## src/rtl/jpq_pkg.sv

```systemverilog
package jpq_pkg;

  localparam int unsigned RESULT_LIMIT = 32;

  typedef enum logic [2:0] {
    CMD_ADD     = 3'd0,
    CMD_SCHED   = 3'd1,
    CMD_PEEK    = 3'd2,
    CMD_REPLACE = 3'd3,
    CMD_DUMP    = 3'd4
  } cmd_code_t;

  typedef enum logic [1:0] {
    ST_OK       = 2'd0,
    ST_EMPTY    = 2'd1,
    ST_NOTFOUND = 2'd2,
    ST_FULL     = 2'd3
  } status_t;

  typedef struct packed {
    logic [15:0] id;
    logic [15:0] pr;
  } entry_t;

  typedef enum logic [2:0] {
    OP_HOLD   = 3'd0,
    OP_INSERT = 3'd1,
    OP_SHIFT  = 3'd2,
    OP_REMOVE = 3'd3,
    OP_ROTATE = 3'd4
  } cell_op_t;

  typedef struct packed {
    cell_op_t op;
    entry_t   key;
  } cell_ctl_t;

  typedef struct packed {
    logic ahead;
    logic found;
  } link_t;

endpackage

```

## src/rtl/jpq_cell.sv

```systemverilog
module jpq_cell import jpq_pkg::*; (
  input  logic      clk,
  input  cell_ctl_t ctl,
  input  logic      occ,
  input  logic      tail,
  input  entry_t    left_entry,
  input  link_t     left_link,
  input  entry_t    right_entry,
  input  entry_t    head_entry,
  output entry_t    entry,
  output link_t     link
);

  entry_t entry_next;
  logic   match;

  // The key belongs at or before this slot when this slot is empty or sorts after it.
  assign link.ahead = !occ || (entry.pr < ctl.key.pr) ||
                      ((entry.pr == ctl.key.pr) && (entry.id > ctl.key.id));
  assign match      = occ && (entry.id == ctl.key.id);
  assign link.found = left_link.found || match;

  always_comb begin
    entry_next = entry;
    unique case (ctl.op)
      OP_INSERT: begin
        if (link.ahead) begin
          entry_next = left_link.ahead ? left_entry : ctl.key;
        end
      end
      OP_SHIFT: begin
        entry_next = right_entry;
      end
      OP_REMOVE: begin
        if (link.found) begin
          entry_next = right_entry;
        end
      end
      OP_ROTATE: begin
        entry_next = tail ? head_entry : right_entry;
      end
      default: begin
        entry_next = entry;
      end
    endcase
  end

  always_ff @(posedge clk) begin
    entry <= entry_next;
  end

endmodule

```

## config.mk

```make
export PLATFORM = sky130hd
export DESIGN_NAME = jpq_cell
export DESIGN_NICKNAME = d
export VERILOG_FILES = /design/src/rtl/jpq_pkg.sv /design/src/rtl/jpq_cell.sv
export SDC_FILE = /design/constraint.sdc
export NUM_CORES = 1
export LEC_CHECK = 0
export ABC_AREA = 1
export ABC_CLOCK_PERIOD_IN_PS = 3410
export BUFFER_PORTS_ARGS = -buffer_cell sky130_fd_sc_hd__buf_2
export CAP_MARGIN = 20
export CORE_UTILIZATION = 46
export CTS_BUF_LIST = sky130_fd_sc_hd__clkbuf_4 sky130_fd_sc_hd__clkbuf_8
export CTS_CLUSTER_SIZE = 12
export DETAILED_ROUTE_END_ITERATION = 8
export HOLD_SLACK_MARGIN = 0.06
export PLACE_DENSITY = 0.84
export SYNTH_ARGS = -nofsm -noshare
export SYNTH_HDL_FRONTEND = slang
export SYNTH_SLANG_ARGS = --single-unit
```

## constraint.sdc

```tcl
create_clock -name clk -period 3.41 [get_ports clk]
set_input_delay 0.1705 -clock clk [delete_from_list [all_inputs] [get_ports clk]]
set_output_delay 0.1705 -clock clk [all_outputs]
set_load 0.05 [all_outputs]
```

Word level (Yosys, flattened, before mapping)
Index checks and enable logic that the tools add are counted.

Register bits: 32. Bits in latches: 0. Memory bits (writable): 0. Bits in read-only memories: 0. Input bits: 136. Output and inout port bits: 34. Logic and storage cells: 25. Memories kept: 0.

$add $sub $neg: 0. $mul: 0. Div/mod/pow operators: 0. $lt $le $gt $ge: 2. Equality and inequality tests: 8. Shifts and indexed selects: 0. Mux-type cells: 5. Bitwise logic cells: 0. Reductions and logical operators: 8.

Operator list (count): $mux W32 (4); $pmux W32 S4 (1); $eq A16 B16 Y1 (2); $gt A16 B16 Y1 (1); $lt A16 B16 Y1 (1); $eq A3 B2 Y1 const B (2); $ne A2 B2 Y1 const B (2); $reduce_bool A4 Y1 (1); $eq A3 B1 Y1 const B (1); $eq A3 B3 Y1 const B (1); $logic_or A1 B1 Y1 (3); $reduce_and A3 Y1 (1); $logic_and A1 B1 Y1 (2); $logic_not A1 Y1 (1).

Logic depth before layout (Yosys ltp)
Gate-level depths: netlist of run 1.

Depth in word-level cells: 5. Mapped depth: 15. Depth with buffers taken out: 15.

Worst setup path before layout of run 1
No wires, ideal clock.

Kind: register to register. Start: register entry[31] in the netlist's numbering. End: register entry[0] in the netlist's numbering (enable). Library setup time: 0.387 ns. Arrival: 2.628 ns. Data required time: 3.023 ns. Path slack: 0.395 ns. Stages on the path, launching flop included: 12. Buffers on the path: 0. Clock period less this slack: 3.015 ns. Path through: edfxtp_1 > ha_1 > nand2_1 > nor2_1 > nand2_1 > nor2_1 > nand2_1 > nand2_1 > o22ai_1 > inv_1 > nand2_1 > inv_1.

RTL lines: start, declared (RTL line jpq_cell.sv:10) `output entry_t entry,`; start signal, assigned (RTL line jpq_cell.sv:49) `entry <= entry_next;`.

Worst setup path after layout of run 1
Start: register entry[14] in the netlist's numbering. End: register entry[16] in the netlist's numbering (enable).

Cells in the longest elaborated chain, start to end: 5. Elaborated cells on any way between the ends: 7. Classes of those cells: order compare (1); eq/ne (2); reduce/logical (4).

Ends and longest elaborated chain: $lt A16 B16 Y1 or $eq A16 B16 Y1 (tied branches) (RTL line jpq_cell.sv:18, jpq_cell.sv:19); $logic_or A1 B1 Y1 or $logic_and A1 B1 Y1 (tied branches) (RTL line jpq_cell.sv:18, jpq_cell.sv:19); $logic_or A1 B1 Y1 (*) (RTL line jpq_cell.sv:18) `assign link.ahead = !occ || (entry.pr < ctl.key.pr) ||`; $ne A2 B2 Y1 (no line) (*); $reduce_and A3 Y1 (no line) (*).

Every way passes the cells marked *; elsewhere a longest branch is shown, timed or not. A chain may end at the register's enable or synchronous reset.

==> flow_summary.yaml, run 1 <==
worst_setup_path:
  cp_data_required_time_ns: 3.39
  crit_type: "register to register"
  r2r-end: "entry[16]"
  cp_max_fo: 19
  ff2ff_setup_slack_ns: 0.87
  arrival_ns: 2.52
  crit_path_start_kind: "register"
  end_kind: "register"
  reg2regPathDepth: 11
  timing.rr.start: "entry[14]"
power_and_ir_drop:
  p_leak_nw: 2.13
  power_density_nw_per_um2: 343
  irDropWorstVdd_mv: 0.184
logic_synthesis:
  yosysSeqAreaShare: 0.330
  netlist.top_cell.by_area: "edfxtp_1"
  ys_top_cells_by_area: "edfxtp_1 (33%), nand2_1 (18%), ha_1 (14%)"
  syn_nets: 587
  ys_ff_latch: 32
  ys_warn_count: 0
  synth_cells: 419
  netlist_top_cells_count: "nand2_1 (140), nand3_1 (70), inv_1 (52)"
  synth_cell_types: 21
  synth_area_um2: 2920
  synth_top_area_share: 0.330
  yosys_most_used_dff: "edfxtp_1"
  synth-async-reset-ratio: 0
  synth_edf_count: 32
  synth.most_common_cell: "nand2_1"
  syn-mean-instance-area_um2: 6.96
finish:
  top_register: "entry"
  n_antenna_cell: 0
  top_regs: "entry (32)"
  largest_register_ff_count: 32
  drive_gt1_frac: 0.318
  fill_cells: 571
  area_growth_pct: 33.2
  nets: 747
sta:
  relSlewSlack: 0.351
  setup_viol: 0
  clock_skew_ns: 0.00592
  setup_ws_ns: 0.875
  tightest_slew_ns: 0.973
  slew_viol_final: 0
  rsz0062_at_grt: "no"
  hold_viol: 0
  fin_setup_tns_ns: 0
  max_freq_mhz: 394
  period_share: 0.744
  layout_min_cycle_time_ns: 2.54
flow_run:
  drv_cap: 0
floorplanning:
  initial_core_util: 0.484
  die_area_um2: 6660
  io_pins: 170
  fp.dieH_um: 81.6
  die_w_um: 81.6
  core_um2: 6030
  std_cell_rows: 28
routing:
  wl_um: 8660
  drt-initial-drc-count: 152
  drt_pass1_iterations: 5
  vias: 3359
  avgRoutedWirePerCell_um: 13.2
  vias_per_cell: 5.14
  drc: 0
  ant_nets: 0
hold_path:
  holdPathEnd: "entry[15]"
  min_from: "right_entry[15]"
  min_path_type: "input port to register"
  hold_depth: 3
clock_network:
  htree_levels: 2
  cts.sinks: 32
  cts_resized: 0
  cts_setup_buffers: 0
  postCtsHoldBufs: 0
  cts_tree: "yes"
  clk_pin_slew_ns: 0.07
  root_buffer: "clkbuf_8"
  insertion_delay_ns: 0.28
  clockBufferDepth: 2
  cts-buffers-inserted: 5
global_route:
  grt_usage: 0.258
  grt_pass1_wl_um: 13000
  first_global_vias: 2926
  antenna_found_initial: 0
  grt_max_degree: 65
  overflow: 0
placed_design:
  place_ws_ns: 0.898
  io_buffers: 169
  dp_hpwl_um: 6750
  gp_congestion: 0.788
run_status:
  status: "finished clean"
## cell usage in the layout (no fill, tap or decap)
master / Yosys / layout
clkbuf_8: 0 / 5
clkbuf_4: 0 / 1
buf_8: 0 / 1
clkinv_2: 0 / 1
o211ai_1: 2 / 2
o22ai_1: 1 / 1
o21a_1: 1 / 1
nor2_2: 2 / 2
inv_2: 1 / 1
nand3_1: 70 / 70
buf_12: 0 / 1
edfxtp_1: 32 / 32
nor2_1: 12 / 12
buf_2: 7 / 169
o22ai_2: 1 / 1
nand2_1: 140 / 140
inv_1: 52 / 52
a21oi_1: 12 / 12
buf_4: 5 / 2
a21o_1: 1 / 1
nor3_1: 1 / 1
ha_1: 32 / 32
o21ai_0: 32 / 32
nand4_1: 6 / 6
nor3b_1: 1 / 1
## worst max-delay path by stage
stage,from,to,slack [ns],cells past startpoint
detailed placement,entry[15],entry[25],0.90,11
floorplan,entry[31],entry[0],0.40,11
global placement,entry[15],entry[22],1.02,11
CTS,entry[14],entry[27],0.88,11
global route,entry[15],entry[14],0.61,11
finish,entry[14],entry[16],0.87,11
## per-stage QoR
stage	instance area, um^2	power [mW]	cells	utilization	hold WS (ns)
after floorplan	2920	0.875	419	-	0.360
after global placement	3790	1.04	646	0.629	0.453
after detailed placement	3790	1.06	646	0.629	0.451
after CTS	3870	1.34	653	0.642	0.158
after global routing	3880	1.42	654	0.645	0.172
final	3880	1.33	654	0.645	0.167
## logic make-up after synthesis
family | share of synthesized area
simple gates | 0.337
buf+inv | 0.103
compound gates | 0.0923
fa+ha+maj | 0.137
flops | 0.330
## routing by layer
metal | track usage | up-vias | part of all wire
met4 | 0.0789 | 0 | 0.014
met5 | 0 | - | 0
met1 | 0.318 | 1488 | 0.43
met2 | 0.466 | 152 | 0.48
met3 | 0.0311 | 8 | 0.079
li1 | - | 1711 | -
## final cells by class
class,instances,area [um^2],share of cell area
sequential,32,961,0.247
clock buffer,6,76.3,0.0197
timing repair buffer,173,896,0.231
tap,75,93.8,0.0242
multi-input combinational,314,1650,0.426
inverter,53,199,0.0512
clock inverter,1,5.00,0.00129
## critical path, stage by stage, from the launching register on
cell	delay, ns
edfxtp_1	0.40
ha_1	0.31
nand2_1	0.07
nor2_1	0.19
nand2_1	0.07
nor2_1	0.12
nor3b_1	0.19
nand2_1	0.10
nand3_1	0.08
nand2_1	0.05
inv_1	0.41
buf_12	0.24
## power breakdown
part	switching [mW]	internal, mW	total (mW)	leakage, nW
clock network	0.131	0.146	0.277	0.0445
logic	0.363	0.181	0.544	1.78
registers	0.0206	0.490	0.510	0.312
Note: power is estimated with default switching activity, not from simulation.
==> run 2, diff against run 1 <==
--- a/config.mk
+++ b/config.mk
@@ -6,7 +6,7 @@
 export NUM_CORES = 1
 export LEC_CHECK = 0
 export ABC_AREA = 1
-export ABC_CLOCK_PERIOD_IN_PS = 3410
+export ABC_CLOCK_PERIOD_IN_PS = 2500
 export BUFFER_PORTS_ARGS = -buffer_cell sky130_fd_sc_hd__buf_2
 export CAP_MARGIN = 20
 export CORE_UTILIZATION = 46
==> constraint.sdc (replaced) <==
create_clock -name clk -period 2.5 [get_ports clk]
set_input_delay 0.125 -clock clk [delete_from_list [all_inputs] [get_ports clk]]
set_output_delay 0.125 -clock clk [all_outputs]
set_load 0.05 [all_outputs]
==> run 2 against run 1 <==
Against the previous run: final area up 1.1%; combinational power up 39%; critical path depth up 2; via count up 0.83%; sequential cell count unchanged; die area unchanged; sequential share of layout area down 0.28 points; worst hold slack worse by 0.058 ns; largest power group unchanged; register-to-register slack worse by 0.61 ns; highest routed layer unchanged.
==> flow_summary.yaml, run 2 (same netlist as run 1, synthesis figures left out) <==
clock_network:
  htree_levels: 2
  cts_tree: "yes"
  insertion_delay_ns: 0.29
  clockBufferDepth: 2
  root_buffer: "clkbuf_8"
  cts-buffers-inserted: 5
  cts_resized: 0
  clk_pin_slew_ns: 0.07
  cts.sinks: 32
worst_setup_path:
  crit_type: "register to register"
  critPathTopFamily: "simple AND/OR/NAND/NOR gates"
  crit_path_start_kind: "register"
  end_kind: "register"
  cp_slowest_cell: "edfxtp_1"
  max_stage_delay_ns: 0.43
  path_cells: "ha_1 > nand2_1 > nor2_2 > nand2_1 > nor2_1 > nand2_1 > nand2_1 > nor2_1 > nor2_1 > nand3_1 > nand2_1 > clkinvlp_4 > buf_4"
  critical_path_buf_inv_count: 2
  arrival_ns: 2.27
  cp_data_required_time_ns: 2.53
  crit_top_cell: "nand2_1"
  cp_max_fo: 13
sta:
  relSlewSlack: 0.547
  hold-worst-slack_ns: 0.110
  layout_min_cycle_time_ns: 2.24
  hold_viol: 0
  tightest_slew_ns: 0.680
  slew_viol_final: 0
  setup_viol: 0
  clock_skew_ns: 0.0105
  period_share: 0.895
  setup_ws_ns: 0.262
  max_freq_mhz: 447
  rsz0062_at_grt: "no"
global_route:
  antenna_found_initial: 0
  grt_max_degree: 39
  first_global_vias: 3074
  grt_usage: 0.270
  grt_pass1_wl_um: 13500
  overflow: 0
run_status:
  status: "finished clean"
finish:
  drive_gt1_frac: 0.330
  largest_register_ff_count: 32
  layout_commonest_cell: "buf_2"
  area_growth_pct: 34.7
  postLayoutCellArea_um2: 3930
  top_register: "entry"
  n_antenna_cell: 0
  top_regs: "entry (32)"
  nets: 752
  final_cell_mix: "buf_2 (169), nand2_1 (139), nand3_1 (70)"
floorplanning:
  initial_core_util: 0.484
  die_w_um: 81.6
  fp.dieH_um: 81.6
  core_um2: 6030
  io_pins: 170
  std_cell_rows: 28
  die_area_um2: 6660
placed_design:
  place_ws_ns: 0.117
  gp_congestion: 0.775
  io_buffers: 169
  dp_hpwl_um: 7000
  place_area_um2: 3830
routing:
  vias: 3387
  drt_pass1_iterations: 5
  drc: 0
  ant_nets: 0
  drt-initial-drc-count: 150
  avgRoutedWirePerCell_um: 13.5
  vias_per_cell: 5.14
  wl_um: 8890
power_and_ir_drop:
  netSwitchingFraction: 0.395
  irDropWorstVdd_mv: 0.302
  power_density_nw_per_um2: 467
  p_clk_frac: 0.209
  p_int_mw: 1.11
  switchingPower_uw: 725
  total_power_mw: 1.83
  p_seq_frac: 0.380
  p_comb_frac: 0.411
  p_leak_nw: 2.14
flow_run:
  drv_cap: 0
hold_path:
  min_path_type: "input port to register"
==> run 2: repair_timing <==
| action | in CTS | in global routing |
|---|---|---|
| hold buffers | 0 | 0 |
| endpoints found under the setup margin | 0 | 25 |
| buffers inserted | 0 | 2 |
==> run 2: final timing paths <==
| check | slack, ns | cells past startpoint | endpoint | from |
|---|---|---|---|---|
| min reg2reg | 1.29 | 10 | entry[6] | entry[31] |
| min | 0.11 | 3 | entry[21] | right_entry[21] |
| max | 0.26 | 13 | entry[16] | entry[14] |
| max reg2reg | 0.26 | 13 | entry[16] | entry[14] |
==> run 2: through the flow <==
| step | std cells | TNS, ns | utilization |
|---|---|---|---|
| finish | 659 | 0 | 0.652 |
| CTS | 657 | 0 | 0.649 |
| global route | 659 | 0 | 0.652 |
| global placement | 650 | 0 | 0.636 |
| floorplan | 419 | -1.98 | - |
| detailed placement | 650 | 0 | 0.636 |
==> run 2: cell type report <==
cell class,instances,area (um^2)
fill,556,2100
inverter,53,203
clock inverter,2,12.5
tap,75,93.8
sequential,32,961
multi-input combinational,314,1680
timing repair buffer,178,913
clock buffer,5,68.8
==> run 2: power by group through the flow <==
stage	Combinational [mW]	Clock, mW	Sequential [mW]
finish	0.755	0.383	0.696
CTS	0.752	0.392	0.696
global route	0.834	0.420	0.701
floorplan	0.307	0	0.893
global placement	0.729	0	0.703
detailed placement	0.748	0	0.707
==> run 2: tightest hold or removal path, cell delays in order <==
cell and delay (ns):
buf_2 0.07, nand2_1 0.04, nand3_1 0.05
==> run 2: layer usage <==
| layer | share of wire | GRT usage |
|---|---|---|
| met2 | 0.47 | 0.477 |
| met5 | 0 | 0 |
| met4 | 0.022 | 0.123 |
| met1 | 0.43 | 0.323 |
| met3 | 0.073 | 0.0378 |
